File: src/rtl/cnv_pkg.sv
package cnv_pkg;

  // Digit count limits
  localparam logic [4:0] LenMin   = 5'd13;
  localparam logic [4:0] LenMax   = 5'd19;
  localparam logic [4:0] CountSat = 5'd20;

  // Character codes
  localparam logic [7:0] CharTab   = 8'd9;
  localparam logic [7:0] CharCr    = 8'd13;
  localparam logic [7:0] CharSpace = 8'd32;
  localparam logic [7:0] CharZero  = 8'd48;
  localparam logic [7:0] CharNine  = 8'd57;

  // Leading digit values used for the brand decode
  localparam logic [3:0] DigThree = 4'd3;
  localparam logic [3:0] DigFour  = 4'd4;
  localparam logic [3:0] DigFive  = 4'd5;
  localparam logic [3:0] DigSix   = 4'd6;
  localparam logic [3:0] DigSeven = 4'd7;

  typedef enum logic [1:0] {
    StatusOk      = 2'd0,
    StatusBadChar = 2'd1,
    StatusBadLen  = 2'd2,
    StatusBadSum  = 2'd3
  } status_e;

  typedef enum logic [2:0] {
    BrandAmex   = 3'd0,
    BrandJcb    = 3'd1,
    BrandFour   = 3'd2,
    BrandFive   = 3'd3,
    BrandSix    = 3'd4,
    BrandOther  = 3'd5
  } brand_e;

  typedef struct packed {
    logic [4:0] digit_total;
    brand_e     brand;
    status_e    status;
  } cnv_result_t;

  // Double a digit and fold back into a single digit
  function automatic logic [3:0] dbl_digit(input logic [3:0] d);
    logic [4:0] t;
    t = {d, 1'b0};
    dbl_digit = (t > 5'd9) ? 4'(t - 5'd9) : t[3:0];
  endfunction

  // Add two digits modulo ten
  function automatic logic [3:0] add_mod10(input logic [3:0] a, input logic [3:0] b);
    logic [4:0] s;
    s = {1'b0, a} + {1'b0, b};
    add_mod10 = (s > 5'd9) ? 4'(s - 5'd10) : s[3:0];
  endfunction

  function automatic brand_e brand_of(input logic [3:0] lead, input logic [3:0] second);
    brand_e b;
    b = BrandOther;
    case (lead)
      DigThree: b = (second == DigFour || second == DigSeven) ? BrandAmex : BrandJcb;
      DigFour:  b = BrandFour;
      DigFive:  b = BrandFive;
      DigSix:   b = BrandSix;
      default:  b = BrandOther;
    endcase
    brand_of = b;
  endfunction

endpackage

File: src/rtl/cnv_digit_acc.sv
module cnv_digit_acc import cnv_pkg::*; (
  input  logic        clk_i,
  input  logic        rst_ni,
  input  logic        en_i,
  input  logic [7:0]  char_i,
  input  logic        last_i,
  output cnv_result_t res_o
);

  logic [4:0] cnt_q, cnt_d;
  logic [3:0] sum_even_q, sum_even_d;
  logic [3:0] sum_odd_q, sum_odd_d;
  logic [3:0] lead_q, lead_d;
  logic [3:0] second_q, second_d;
  logic       bad_q, bad_d;

  logic       is_space;
  logic       is_digit;
  logic [3:0] dig;
  logic [3:0] dig_dbl;
  logic       even_pos;
  logic [3:0] fin_sum;

  // Classify the character
  assign is_space = (char_i >= CharTab && char_i <= CharCr) || char_i == CharSpace;
  assign is_digit = char_i >= CharZero && char_i <= CharNine;
  assign dig      = 4'(char_i - CharZero);
  assign dig_dbl  = dbl_digit(dig);
  assign even_pos = ~cnt_q[0];

  // Update running sums, count and leading digits
  always_comb begin
    cnt_d      = cnt_q;
    sum_even_d = sum_even_q;
    sum_odd_d  = sum_odd_q;
    lead_d     = lead_q;
    second_d   = second_q;
    bad_d      = bad_q;
    if (!is_space) begin
      if (is_digit) begin
        if (cnt_q == 5'd0) begin
          lead_d = dig;
        end else if (cnt_q == 5'd1) begin
          second_d = dig;
        end
        sum_even_d = add_mod10(sum_even_q, even_pos ? dig_dbl : dig);
        sum_odd_d  = add_mod10(sum_odd_q, even_pos ? dig : dig_dbl);
        if (cnt_q < CountSat) begin
          cnt_d = cnt_q + 5'd1;
        end
      end else begin
        bad_d = 1'b1;
      end
    end
  end

  // Build the result from the updated state
  assign fin_sum = cnt_d[0] ? sum_odd_d : sum_even_d;

  always_comb begin
    res_o.digit_total = cnt_d;
    res_o.brand       = brand_of(lead_d, second_d);
    if (bad_d) begin
      res_o.status = StatusBadChar;
    end else if (cnt_d < LenMin || cnt_d > LenMax) begin
      res_o.status = StatusBadLen;
    end else if (fin_sum != 4'd0) begin
      res_o.status = StatusBadSum;
    end else begin
      res_o.status = StatusOk;
    end
  end

  // Advance state; clear it after the final character
  always_ff @(posedge clk_i or negedge rst_ni) begin
    if (!rst_ni) begin
      cnt_q      <= '0;
      sum_even_q <= '0;
      sum_odd_q  <= '0;
      lead_q     <= '0;
      second_q   <= '0;
      bad_q      <= 1'b0;
    end else if (en_i) begin
      if (last_i) begin
        cnt_q      <= '0;
        sum_even_q <= '0;
        sum_odd_q  <= '0;
        lead_q     <= '0;
        second_q   <= '0;
        bad_q      <= 1'b0;
      end else begin
        cnt_q      <= cnt_d;
        sum_even_q <= sum_even_d;
        sum_odd_q  <= sum_odd_d;
        lead_q     <= lead_d;
        second_q   <= second_d;
        bad_q      <= bad_d;
      end
    end
  end

endmodule

File: src/rtl/card_number_validator.sv
// Channel   Direction  Contents
// s_axis    in         tdata: char_code[7:0]; tlast: is_last
// m_axis    out        tdata: status[1:0], brand[4:2], digit_total[9:5], zero[15:10]
//
// One character is taken per cycle while s_axis_tready is high. A character is held
// in the input register and updates the running sums as it leaves it; the result of a
// final character passes through the output register before it appears on m_axis.
// Reset clears the input and output valid flags and the running state.
// A final character waits in the input register while an earlier result is
// still held on m_axis; other characters keep flowing.
module card_number_validator import cnv_pkg::*; (
  input  logic        clk_i,
  input  logic        rst_ni,
  input  logic        s_axis_tvalid,
  output logic        s_axis_tready,
  input  logic [7:0]  s_axis_tdata,   // char_code[7:0]
  input  logic        s_axis_tlast,   // is_last
  output logic        m_axis_tvalid,
  input  logic        m_axis_tready,
  output logic [15:0] m_axis_tdata    // status[1:0], brand[4:2], digit_total[9:5]
);

  logic        in_vld_q;
  logic [7:0]  in_char_q;
  logic        in_last_q;
  logic        out_vld_q;
  cnv_result_t out_res_q;
  cnv_result_t step_res;
  logic        out_free;
  logic        step_en;

  assign out_free      = !out_vld_q || m_axis_tready;
  assign step_en       = in_vld_q && (!in_last_q || out_free);
  assign s_axis_tready = !in_vld_q || step_en;

  // Hold the accepted character
  always_ff @(posedge clk_i or negedge rst_ni) begin
    if (!rst_ni) begin
      in_vld_q <= 1'b0;
    end else if (s_axis_tready) begin
      in_vld_q <= s_axis_tvalid;
    end
  end

  always_ff @(posedge clk_i) begin
    if (s_axis_tready && s_axis_tvalid) begin
      in_char_q <= s_axis_tdata;
      in_last_q <= s_axis_tlast;
    end
  end

  cnv_digit_acc u_acc (
    .clk_i  (clk_i),
    .rst_ni (rst_ni),
    .en_i   (step_en),
    .char_i (in_char_q),
    .last_i (in_last_q),
    .res_o  (step_res)
  );

  // Load the result register on a final character, drop it once taken
  always_ff @(posedge clk_i or negedge rst_ni) begin
    if (!rst_ni) begin
      out_vld_q <= 1'b0;
    end else if (step_en && in_last_q) begin
      out_vld_q <= 1'b1;
    end else if (m_axis_tready) begin
      out_vld_q <= 1'b0;
    end
  end

  always_ff @(posedge clk_i) begin
    if (step_en && in_last_q) begin
      out_res_q <= step_res;
    end
  end

  assign m_axis_tvalid = out_vld_q;
  assign m_axis_tdata  = {6'd0, out_res_q};

endmodule
File: config.mk
export PLATFORM = sky130hd
export DESIGN_NAME = card_number_validator
export DESIGN_NICKNAME = d
export VERILOG_FILES = /design/src/rtl/cnv_pkg.sv /design/src/rtl/cnv_digit_acc.sv /design/src/rtl/card_number_validator.sv
export SDC_FILE = /design/constraint.sdc
export NUM_CORES = 1
export LEC_CHECK = 0
export BUFFER_PORTS_ARGS = -buffer_cell sky130_fd_sc_hd__clkbuf_2
export CORE_ASPECT_RATIO = 1.2
export CORE_MARGIN = 1.5
export CORE_UTILIZATION = 50
export DETAILED_ROUTE_END_ITERATION = 8
export PLACE_DENSITY = 0.7
export SKIP_LAST_GASP = 1
export SYNTH_ARGS = -nofsm -noshare
export SYNTH_HDL_FRONTEND = slang
export SYNTH_SLANG_ARGS = --single-unit
File: constraint.sdc
create_clock -name clk_i -period 4.9 [get_ports clk_i]
set_input_delay 0.49 -clock clk_i [delete_from_list [all_inputs] [get_ports clk_i]]
set_output_delay 0.49 -clock clk_i [all_outputs]
set_load 0.05 [all_outputs]
==> summary.md, run 1 <==
• **dpl ws** 253 ps
• **final core occ** 55.5%
• **highest cell delay on the worst timing path** 480 ps
• **wire length after detailed routing** 5.79 mm
• **CP startpoint kind** flop
• **total track usage** 20.8%
• **Tightest Pin Transition** 625 ps
• **I/O pin total** 31
• **wire per inst** 14.9 um
• **number of register bits inferred by synthesis** 43
• **fraction of layout cells with a size suffix above 1** 13.9%
• **path class of the lowest-slack min-delay path** primary input to async pin
• **Critical Path End Type** flop
• **number of global-route vias before repair** 2,197
• **maximum net fanout on the critical path** 6
• **Final #Nets** 355
• **H-tree lvl count** 2
• **first-pass iteration count of the detailed router** 4
• **destination of the worst register-to-register timing path** m_axis_tdata[0]$_SDFFCE_PN1P_
• **initial antenna violation count** 0
• **Clock Path Buffers** 2
• **sequential fraction of the synthesis area** 40.4%
• **post-layout instance count excluding filler cells** 388
• **Post-DP HPWL** 4.45 mm
• **startpoint of the worst setup timing path** in_char_q[1]$_DFFE_PP_
• **cell count of the worst reg-to-reg path** 18
• **Horiz. Die Dim** 72.5 um
• **fin crit share** 91.6%
• **first-pass GRT wire length** 10.2 mm
• **area taken by multi-input logic gates** 1580 um^2
• **required time reported for the critical path endpoint** 4970 ps
• **clock sinks** 43
• **starting DRC count in detailed routing** 146
• **post-route DRC violation count** 0
• **placer's final routability congestion estimate** 0.893
• **Synth Cell Area** 2900 um^2
• **# Max-Cap Violations** 0
• **pin count of the biggest net entering global routing** 25
• **global route overflow** 0
• **growth of design area from synthesis to finish** 7.86%
• **Initial Util** 51.5%
• **register cell area after layout** 1170 um^2
• **total power density per cell area** 261 nW/um^2
• **library cells used by synthesis** 57
• **Setup Skew** 10.8 ps
• **vertical die dimension** 86.4 um
• **syn_area_per_cell** 9.66 um^2
• **end of the critical path** m_axis_tdata[0]$_SDFFCE_PN1P_
• **per-cell via count in the routed design** 5.85
• **Main synth FF type** sky130_fd_sc_hd__dfrtp_1
• **Core Box Area** 5630 um^2
• **series of cell instances along the critical path** inv_1 -> ha_1 -> nand2b_1 -> nor2b_2 -> xnor2_1 -> nand2_1 -> o21ai_0 -> inv_1 -> fa_1 -> xor2_2 -> ha_1 -> a21boi_0 -> and4bb_2 -> o21a_1 -> a211oi_1 -> a41oi_1 -> o21a_1 -> a21o_1
• **root buffer cell** sky130_fd_sc_hd__clkbuf_8
• **CTS tree** yes
• **outcome** finished clean
• **RSZ-0062 raised after global routing** no
• **commonest cells after routing, fill and taps aside** sky130_fd_sc_hd__nand2_1 (31), sky130_fd_sc_hd__o21ai_0 (27), sky130_fd_sc_hd__nor2_1 (25)
• **site row count** 30
• **Max-Slew Margin vs Limit** 58.2%
• **worst skew pair latency** 300 ps
• **final hold violation count** 0
• **minimum clock period after layout** 4490 ps
• **setup_tns** 0 ps
• **TritonCTS Buffers** 5
• **die area** 6260 um^2
• **timing-limited maximum frequency** 223 MHz
• **total of warnings raised by yosys** 0
• **most common cell after layout, fill and taps aside** sky130_fd_sc_hd__nand2_1
• **total of hold buffers inserted after clock tree synthesis** 0
• **data arrival time of the critical path** 4560 ps
• **Post-synth EDFFs** 19
• **worst setup path category** flop to flop
• **Filler cells** 529
• **reg2reg setup slack** 410 ps
• **Syn Inst Count** 300
• **final setup violating endpoints** 0
• **post-CTS clock slew at the launch and capture registers of the worst setup and hold paths** 90 ps
• **max-slew violation count** 0
• **antenna fix cells** 0
• **Routed Antenna Nets** 0
• **slowest cell on the critical path** sky130_fd_sc_hd__edfxtp_1
• **minimum setup slack in the final design** 410 ps
• **Max IR drop VDD** 0.000188 V
• **routed vias** 2,271
• **placed cells** 378
• **async set or reset register ratio after synthesis** 55.8%
• **buffers added on ports** 24
• **leakage power** 1.34 nW
• **reg2reg start** in_char_q[1]$_DFFE_PP_
==> layout make-up <==
| class | count | area share, % |
|---|---|---|
| clock buffers | 6 | 2.32 |
| clock inverters | 2 | 0.400 |
| inverters | 16 | 1.92 |
| multi-input cells | 229 | 50.5 |
| flip-flops and latches | 43 | 37.5 |
| well taps | 64 | 2.56 |
| repair buffers | 28 | 4.80 |
==> power by group <==
part | leakage [nW] | switching (W) | total [W] | internal (W)
clock | 0.0412 | 0.000118 | 0.000218 | 0.0000996
combinational | 0.790 | 0.000122 | 0.000192 | 0.0000698
sequential | 0.504 | 0.0000128 | 0.000405 | 0.000392
total | 1.34 | 0.000253 | 0.000815 | 0.000561
==> stage by stage <==
| step | hold WS [ps] | total power [W] | cell area, um^2 |
|---|---|---|---|
| 2_1_floorplan | 194 | 0.000562 | 2920 |
| 3_3_place_gp | 477 | 0.000596 | 3020 |
| 3_5_place_dp | 490 | 0.000601 | 3020 |
| 4_1_cts | 199 | 0.000820 | 3100 |
| 5_1_grt | 237 | 0.000861 | 3130 |
| 6_report | 186 | 0.000815 | 3130 |
==> synth_stat cells, types with 2 or more instances <==
master | number | share of area (%)
sky130_fd_sc_hd__a211oi_1 | 5 | 1.3
sky130_fd_sc_hd__a21boi_0 | 2 | 0.52
sky130_fd_sc_hd__a21o_1 | 2 | 0.52
sky130_fd_sc_hd__a21oi_1 | 13 | 2.2
sky130_fd_sc_hd__a221o_1 | 2 | 0.69
sky130_fd_sc_hd__a22o_1 | 8 | 2.4
sky130_fd_sc_hd__a31oi_1 | 3 | 0.65
sky130_fd_sc_hd__a32o_1 | 3 | 1.0
sky130_fd_sc_hd__a41o_1 | 2 | 0.69
sky130_fd_sc_hd__and2_1 | 4 | 0.86
sky130_fd_sc_hd__and3_1 | 2 | 0.43
sky130_fd_sc_hd__and4b_1 | 2 | 0.69
sky130_fd_sc_hd__buf_4 | 6 | 1.6
sky130_fd_sc_hd__buf_6 | 4 | 1.6
sky130_fd_sc_hd__clkbuf_1 | 7 | 0.91
sky130_fd_sc_hd__dfrtp_1 | 24 | 21
sky130_fd_sc_hd__edfxtp_1 | 19 | 20
sky130_fd_sc_hd__fa_1 | 2 | 1.4
sky130_fd_sc_hd__ha_1 | 17 | 7.3
sky130_fd_sc_hd__inv_1 | 16 | 2.1
sky130_fd_sc_hd__mux2i_1 | 7 | 2.4
sky130_fd_sc_hd__nand2_1 | 31 | 4.0
sky130_fd_sc_hd__nand2b_1 | 7 | 1.5
sky130_fd_sc_hd__nand3_1 | 8 | 1.4
sky130_fd_sc_hd__nor2_1 | 25 | 3.2
sky130_fd_sc_hd__nor2b_1 | 3 | 0.65
sky130_fd_sc_hd__nor3b_1 | 2 | 0.52
sky130_fd_sc_hd__nor4b_1 | 2 | 0.60
sky130_fd_sc_hd__o211a_1 | 2 | 0.69
sky130_fd_sc_hd__o211ai_1 | 2 | 0.52
sky130_fd_sc_hd__o21a_1 | 3 | 0.78
sky130_fd_sc_hd__o21ai_0 | 27 | 4.7
sky130_fd_sc_hd__o21ai_1 | 2 | 0.35
sky130_fd_sc_hd__o21bai_1 | 2 | 0.52
sky130_fd_sc_hd__o31ai_1 | 2 | 0.52
sky130_fd_sc_hd__xnor2_1 | 7 | 2.1
sky130_fd_sc_hd__xor2_1 | 5 | 1.5
==> flip-flops by register name, indices dropped and copies added, names as in the netlist <==
signal            cells
u_acc.second_q        4
u_acc.sum_even_q      4
u_acc.bad_q           1
u_acc.cnt_q           5
u_acc.lead_q          4
in_last_q             1
in_vld_q              1
in_char_q             8
u_acc.sum_odd_q       4
m_axis_tvalid         1
m_axis_tdata         10
==> repair_timing <==
action | 4_1_cts | 5_1_grt
gates resized for setup | 0 | 2
setup buffers | 0 | 2
endpoints found under the setup margin | 0 | 2
==> how the worst min path moves through the flow <==
stage / slack [ps] / depth (start not counted) / start / to
6_report: 190 / 1 / rst_ni / u_acc.cnt_q[3]$_DFFE_PN0P_
3_3_place_gp: 480 / 2 / u_acc.lead_q[3]$_DFFE_PN0P_ / u_acc.lead_q[3]$_DFFE_PN0P_
5_1_grt: 240 / 1 / rst_ni / u_acc.cnt_q[3]$_DFFE_PN0P_
4_1_cts: 200 / 1 / rst_ni / u_acc.cnt_q[3]$_DFFE_PN0P_
2_1_floorplan: 190 / 0 / rst_ni / in_vld_q$_DFFE_PN0N_
3_5_place_dp: 490 / 1 / u_acc.second_q[2]$_DFFE_PN0P_ / u_acc.second_q[2]$_DFFE_PN0P_
==> critical path, delay by kind of cell, from the launching register on <==
kind                     cells  cell delay, ps
AO/OA/AOI/OAI                7            1340
adder cells (fa/ha/maj)      3             970
flip-flops                   1             480
AND/OR/NAND/NOR              4             740
XOR/XNOR                     2             460
buffers and inverters        2             290
==> logic make-up (layout without fill, tap and decap cells) <==
family                     after synthesis  count (layout)  synth area share [%]
AOI/OAI and AO/OA                       88              88                  21.5
xor gates and xnor gates                12              12                  3.63
adders and majority gates               19              19                  8.72
buffers and inverters                   33              52                  6.09
DFF                                     43              43                  40.4
muxes                                    8               8                  2.81
other                                    1               6                 0.129
and+or+nand+nor                         96              96                  16.7
==> metal layers <==
metal  global-route usage (%)  up-vias  routed length (um)
met1                     26.9     1075                2600
met3                     3.60       12                 246
met5                        0        -                   0
li1                         -     1123                   -
met4                     9.26        0                 149
met2                     34.1       61                2800
Note: power is estimated with default switching activity, not from simulation.
==> inputs of run 2 (changes only) <==
--- a/config.mk
+++ b/config.mk
@@ -15,3 +15,4 @@
 export SYNTH_ARGS = -nofsm -noshare
 export SYNTH_HDL_FRONTEND = slang
+export SYNTH_HIERARCHICAL = 1
 export SYNTH_SLANG_ARGS = --single-unit
==> constraint.sdc (replaced) <==
create_clock -name clk_i -period 4.9 [get_ports clk_i]
set_input_delay 0.49 -clock clk_i [delete_from_list [all_inputs] [get_ports clk_i]]
set_output_delay 0.49 -clock clk_i [all_outputs]
set_load 0.02 [all_outputs]
==> summary.md, run 2 <==
• **outcome** finished clean
• **Routed Antenna Nets** 0
• **worst skew pair latency** 300 ps
• **async set or reset register ratio after synthesis** 55.8%
• **commonest cells in the netlist** sky130_fd_sc_hd__inv_1 (31), sky130_fd_sc_hd__dfrtp_1 (24), sky130_fd_sc_hd__edfxtp_1 (19)
• **CTS tree** yes
• **syn_area_per_cell** 9.56 um^2
• **TritonCTS Buffers** 5
• **worst setup path category** flop to flop
• **Max-Slew Margin vs Limit** 41.8%
• **dominant cell by count in the synthesized netlist** sky130_fd_sc_hd__inv_1
• **total of hold buffers inserted after clock tree synthesis** 0
• **final core occ** 56.0%
• **buffers added on ports** 24
• **flip-flop count of the largest register after layout** 10
• **Total Power Consumption** 0.00120 W
• **highest cell delay on the worst timing path** 520 ps
• **number of global-route vias before repair** 2,151
• **Synth Cell Area** 2890 um^2
• **growth of design area from synthesis to finish** 9.19%
• **starting DRC count in detailed routing** 140
• **initial antenna violation count** 0
• **die area** 6240 um^2
• **CP startpoint kind** flop
• **sequential fraction of the synthesis area** 40.6%
• **Core Box Area** 5630 um^2
• **setup_tns** 0 ps
• **area taken by multi-input logic gates** 1530 um^2
• **path class of the lowest-slack min-delay path** primary input to async pin
• **total of warnings raised by yosys** 6
• **series of cell instances along the critical path** inv_1 -> ha_1 -> nand2b_1 -> nor2b_2 -> xnor2_1 -> nand2_1 -> o21ai_0 -> inv_1 -> fa_1 -> xor2_2 -> ha_1 -> a21boi_1 -> a31oi_1 -> a31o_2 -> a211oi_1 -> o22a_1 -> a32o_1 -> a21boi_0
• **Post-synth EDFFs** 19
• **maximum net fanout on the critical path** 7
• **placer's final routability congestion estimate** 0.898
• **required time reported for the critical path endpoint** 4960 ps
• **Filler cells** 515
• **leakage power** 1.31 nW
• **library cells used by synthesis** 62
• **number of register bits inferred by synthesis** 43
• **global route overflow** 0
• **post-layout instance count excluding filler cells** 386
• **total track usage** 20.7%
• **destination of the worst register-to-register timing path** m_axis_tdata[1]$_DFFE_PP_
• **H-tree lvl count** 2
• **first-pass iteration count of the detailed router** 4
• **share of the synthesized area in the top cell type** 20.8%
• **reg2reg start** in_char_q[0]$_DFFE_PP_
• **max-slew violation count** 0
• **cell class contributing the biggest share of worst-path delay** compound AO/OA/AOI/OAI gates
• **Horiz. Die Dim** 72.4 um
• **fraction of layout cells with a size suffix above 1** 14.3%
• **wire per inst** 15.8 um
• **# Max-Cap Violations** 0
• **pin count of the biggest net entering global routing** 28
• **register cell area after layout** 1170 um^2
• **cell count of the worst reg-to-reg path** 18
• **final hold violation count** 0
• **wire length after detailed routing** 6.09 mm
• **I/O pin total** 31
• **routed vias** 2,267
• **placed cells** 378
• **Tightest Pin Transition** 870 ps
• **post-route DRC violation count** 0
• **post-CTS clock slew at the launch and capture registers of the worst setup and hold paths** 90 ps
• **total power density per cell area** 382 nW/um^2
• **site row count** 30
• **Max IR drop VDD** 0.000254 V
• **Critical Path End Type** flop
• **dpl ws** 331 ps
• **biggest area consumer among synthesized cells** sky130_fd_sc_hd__dfrtp_1
• **slowest cell on the critical path** sky130_fd_sc_hd__edfxtp_1
• **most common cell after layout, fill and taps aside** sky130_fd_sc_hd__inv_1
• **per-cell via count in the routed design** 5.87
• **buffer and inverter count on the worst path** 2
• **Initial Util** 51.3%
• **Post-DP HPWL** 4.49 mm
• **root buffer cell** sky130_fd_sc_hd__clkbuf_8
• **Setup Skew** 8.76 ps
• **clock sinks** 43
• **Synth area leaders** sky130_fd_sc_hd__dfrtp_1 (21%), sky130_fd_sc_hd__edfxtp_1 (20%), sky130_fd_sc_hd__ha_1 (7.4%)
• **first-pass GRT wire length** 10.1 mm
• **minimum clock period after layout** 4400 ps
• **data arrival time of the critical path** 4460 ps
• **commonest cells after routing, fill and taps aside** sky130_fd_sc_hd__inv_1 (31), sky130_fd_sc_hd__dfrtp_1 (24), sky130_fd_sc_hd__clkbuf_2 (24)
• **Main synth FF type** sky130_fd_sc_hd__dfrtp_1
• **timing-limited maximum frequency** 227 MHz
• **Final #Nets** 353
• **Clock Path Buffers** 2
• **minimum setup slack in the final design** 501 ps
• **final setup violating endpoints** 0
• **vertical die dimension** 86.2 um
• **Syn Inst Count** 302
• **antenna fix cells** 0
• **reg2reg setup slack** 500 ps
• **fin crit share** 89.8%
-- run 2: cell types whose count changed after synthesis, moves of 4 or more --
cell                       previous run  this run
sky130_fd_sc_hd__clkbuf_1             7        11
sky130_fd_sc_hd__nor2_1              25        17
sky130_fd_sc_hd__inv_1               16        31
sky130_fd_sc_hd__buf_6                4         0
sky130_fd_sc_hd__o22ai_1              1        17
sky130_fd_sc_hd__o21ai_0             27        15
sky130_fd_sc_hd__nand4_1              0         4
sky130_fd_sc_hd__nor3_1               1         5
sky130_fd_sc_hd__a22oi_1              0         8
sky130_fd_sc_hd__a22o_1               8         0
sky130_fd_sc_hd__nand2_1             31        10
-- run 2: through the flow --
stage               instance area, um^2  hold WS, ps
finish                             3150          206
floorplan                          2910          194
global placement                   3030          526
global route                       3150          255
detailed placement                 3030          532
CTS                                3140          227
-- run 2: cell type report --
type / instances / area share (%)
clock buffers: 5 / 2.18
clock inverters: 3 / 1.39
inverters: 31 / 3.69
multi-input cells: 213 / 48.5
flip-flops and latches: 43 / 37.2
well taps: 64 / 2.54
repair buffers: 27 / 4.53
-- run 2: worst max path at each step --
stage,from,slack (ps),endpoint,depth (start not counted)
CTS,in_char_q[0]$_DFFE_PP_,310,m_axis_tdata[1]$_DFFE_PP_,18
finish,in_char_q[0]$_DFFE_PP_,500,m_axis_tdata[1]$_DFFE_PP_,18
detailed placement,in_char_q[0]$_DFFE_PP_,330,m_axis_tdata[1]$_DFFE_PP_,18
global route,in_char_q[0]$_DFFE_PP_,-9,m_axis_tdata[1]$_DFFE_PP_,18
global placement,in_char_q[0]$_DFFE_PP_,450,m_axis_tdata[0]$_DFFE_PP_,18
floorplan,in_char_q[0]$_DFFE_PP_,850,m_axis_tdata[1]$_DFFE_PP_,19
-- run 2: logic make-up (layout without fill, tap and decap cells) --
group | count (synthesis) | after routing | share of synthesized area, %
other | 1 | 6 | 0.130
AND/OR/NAND/NOR | 78 | 78 | 15.6
XOR/XNOR | 10 | 10 | 3.03
buffers and inverters | 51 | 66 | 7.46
flip-flops | 43 | 43 | 40.6
AO/OA/AOI/OAI | 91 | 91 | 21.2
adder cells (fa/ha/maj) | 19 | 19 | 8.76
multiplexers | 9 | 9 | 3.16
-- run 2: routing by layer --
layer  track usage [%]  vias to the layer above  routed length, um
li1                  -                     1131                  -
met1              27.3                     1090               2850
met2              35.4                       40               3000
met3              3.14                        6                173
met4              5.66                        0                 71
met5                 0                        -                  0
-- run 2: timing repair --
| action | in CTS | in global routing |
|---|---|---|
| buffers inserted | 0 | 0 |
| resized for setup | 0 | 3 |
| endpoints found under the setup margin | 0 | 2 |
-- run 2: power by group --
group / switching, W / internal (W) / total [W]
Sequential: 0.0000404 / 0.000416 / 0.000456
Clock: 0.000127 / 0.000152 / 0.000279
Combinational: 0.000263 / 0.000207 / 0.000469
Total: 0.000430 / 0.000775 / 0.00120
-- run 2: worst register-to-register path, delay by kind of cell (launching register included) --
family	cells	cell delay, ps
AOI/OAI and AO/OA	8	1560
adders and majority gates	3	970
DFF	1	520
and+or+nand+nor	3	470
xor gates and xnor gates	2	430
buffers and inverters	2	220
==> inputs of run 3 (changes only) <==
GPL_TIMING_DRIVEN = 0   (was unset)
RECOVER_POWER = 25   (was unset)
==> summary.md, run 3 (synthesis gave the netlist of run 2 again) <==
• **site row count** 30
• **commonest cells after routing, fill and taps aside** sky130_fd_sc_hd__inv_1 (31), sky130_fd_sc_hd__dfrtp_1 (24), sky130_fd_sc_hd__clkbuf_2 (23)
• **root buffer cell** sky130_fd_sc_hd__clkbuf_8
• **Hold Startpoint** s_axis_tdata[0]
• **Final #Nets** 369
• **post-CTS repair timing setup buffer count** 0
• **cell count of the worst reg-to-reg path** 18
• **Max IR drop VDD** 0.000289 V
• **Initial Util** 51.3%
• **Routed Antenna Nets** 0
• **TritonCTS Buffers** 5
• **H-tree lvl count** 2
• **setup_tns** 0 ps
• **register cell area after layout** 1170 um^2
• **vertical die dimension** 86.2 um
• **Max-Slew Margin vs Limit** 8.35%
• **initial antenna violation count** 0
• **antenna fix cells** 0
• **Setup Skew** 13.0 ps
• **Core Box Area** 5630 um^2
• **routed vias** 2,333
• **fin crit share** 93.4%
• **post-route DRC violation count** 0
• **per-cell via count in the routed design** 5.80
• **max-slew violation count** 0
• **Critical Path End Type** flop
• **wire per inst** 15.5 um
• **final core occ** 57.4%
• **Filler cells** 514
• **reg2reg setup slack** 320 ps
• **RSZ-0062 raised after global routing** no
• **growth of design area from synthesis to finish** 12.1%
• **maximum net fanout on the critical path** 7
• **buffers added on ports** 24
• **outcome** finished clean
• **first-pass GRT wire length** 10.4 mm
• **starting DRC count in detailed routing** 134
• **required time reported for the critical path endpoint** 4960 ps
• **area taken by multi-input logic gates** 1540 um^2
• **Post-DP HPWL** 4.65 mm
• **worst skew pair latency** 300 ps
• **I/O pin total** 31
• **Tightest Pin Transition** 1370 ps
• **path class of the lowest-slack min-delay path** primary input to flop
• **most common cell after layout, fill and taps aside** sky130_fd_sc_hd__inv_1
• **leakage power** 1.35 nW
• **final setup violating endpoints** 0
• **clock sinks** 43
• **pin count of the biggest net entering global routing** 25
• **fraction of layout cells with a size suffix above 1** 14.8%
• **# Max-Cap Violations** 0
• **total track usage** 21.4%
• **worst setup path category** flop to flop
• **total power density per cell area** 376 nW/um^2
• **placer's final routability congestion estimate** 0.860
• **global route overflow** 0
• **post-CTS clock slew at the launch and capture registers of the worst setup and hold paths** 90 ps
• **flip-flop count of the largest register after layout** 10
• **final hold violation count** 0
• **number of global-route vias before repair** 2,323
• **Horiz. Die Dim** 72.4 um
• **destination of the worst register-to-register timing path** m_axis_tdata[1]$_DFFE_PP_
• **minimum clock period after layout** 4580 ps
• **timing-limited maximum frequency** 218 MHz
• **CTS tree** yes
• **Clock Path Buffers** 2
• **minimum hold slack** 362 ps
• **wire length after detailed routing** 6.24 mm
• **reg2reg start** in_char_q[0]$_DFFE_PP_
• **data arrival time of the critical path** 4640 ps
• **first-pass iteration count of the detailed router** 5
• **instance count along the most critical hold path** 1
• **CP startpoint kind** flop
• **Endpoint, Worst Hold** in_char_q[0]$_DFFE_PP_
• **die area** 6240 um^2
==> run 3: stage by stage <==
step           area [um^2]  power, W  std cells  setup slack, ps
3_5_place_dp          3110  0.000927        395              152
6_report              3230   0.00122        402              321
5_1_grt               3230   0.00130        402             38.7
4_1_cts               3220   0.00121        403              134
3_3_place_gp          3110  0.000914        395              191
2_1_floorplan         2910  0.000825        307              854
==> run 3: how the worst max path moves through the flow <==
stage                            from                         to  slack, ps  depth (start not counted)
2_1_floorplan  in_char_q[0]$_DFFE_PP_  m_axis_tdata[1]$_DFFE_PP_        850                         19
3_3_place_gp   in_char_q[0]$_DFFE_PP_  m_axis_tdata[0]$_DFFE_PP_        190                         19
3_5_place_dp   in_char_q[0]$_DFFE_PP_  m_axis_tdata[1]$_DFFE_PP_        150                         19
4_1_cts        in_char_q[0]$_DFFE_PP_  m_axis_tdata[1]$_DFFE_PP_        130                         19
5_1_grt        in_char_q[0]$_DFFE_PP_  m_axis_tdata[0]$_DFFE_PP_         40                         18
6_report       in_char_q[0]$_DFFE_PP_  m_axis_tdata[1]$_DFFE_PP_        320                         18
==> run 3: repair_timing <==
item / 4_1_cts / 5_1_grt
hold buffers: 0 / 0
endpoints found under the setup margin: 0 / 2
gates resized for setup: 0 / 4
==> run 3: cell type report <==
class,count,area share (%)
Clock inverter,3,1.35
Tap cell,64,2.48
Sequential cell,43,36.2
Buffer,19,2.94
Multi-Input combinational cell,213,47.6
Clock buffer,5,2.13
Inverter,31,3.60
Timing Repair Buffer,24,3.68
==> run 3: layer usage <==
layer / global-route usage, % / wire length (um)
met5: 0 / 0
met1: 25.4 / 2710
met4: 8.23 / 101
met3: 3.14 / 172
met2: 38.7 / 3260
==> run 3: worst max-delay path: stages, from the launching register on <==
cell,delay (ps)
sky130_fd_sc_hd__edfxtp_1,540
sky130_fd_sc_hd__inv_1,130
sky130_fd_sc_hd__ha_1,270
sky130_fd_sc_hd__nand2b_1,170
sky130_fd_sc_hd__nor2b_1,300
sky130_fd_sc_hd__xnor2_1,190
sky130_fd_sc_hd__nand2_1,70
sky130_fd_sc_hd__o21ai_0,170
sky130_fd_sc_hd__inv_1,110
sky130_fd_sc_hd__fa_1,460
sky130_fd_sc_hd__xor2_2,250
sky130_fd_sc_hd__ha_1,240
sky130_fd_sc_hd__a21boi_1,270
sky130_fd_sc_hd__a31oi_1,70
sky130_fd_sc_hd__a31o_2,270
sky130_fd_sc_hd__a211oi_1,350
sky130_fd_sc_hd__o22a_1,200
sky130_fd_sc_hd__a32o_1,180
sky130_fd_sc_hd__a21boi_0,110
==> run 3: report_power, final <==
group	internal [W]	total, W	switching [W]
Combinational	0.000212	0.000485	0.000273
Sequential	0.000416	0.000449	0.0000329
Clock	0.000152	0.000283	0.000131
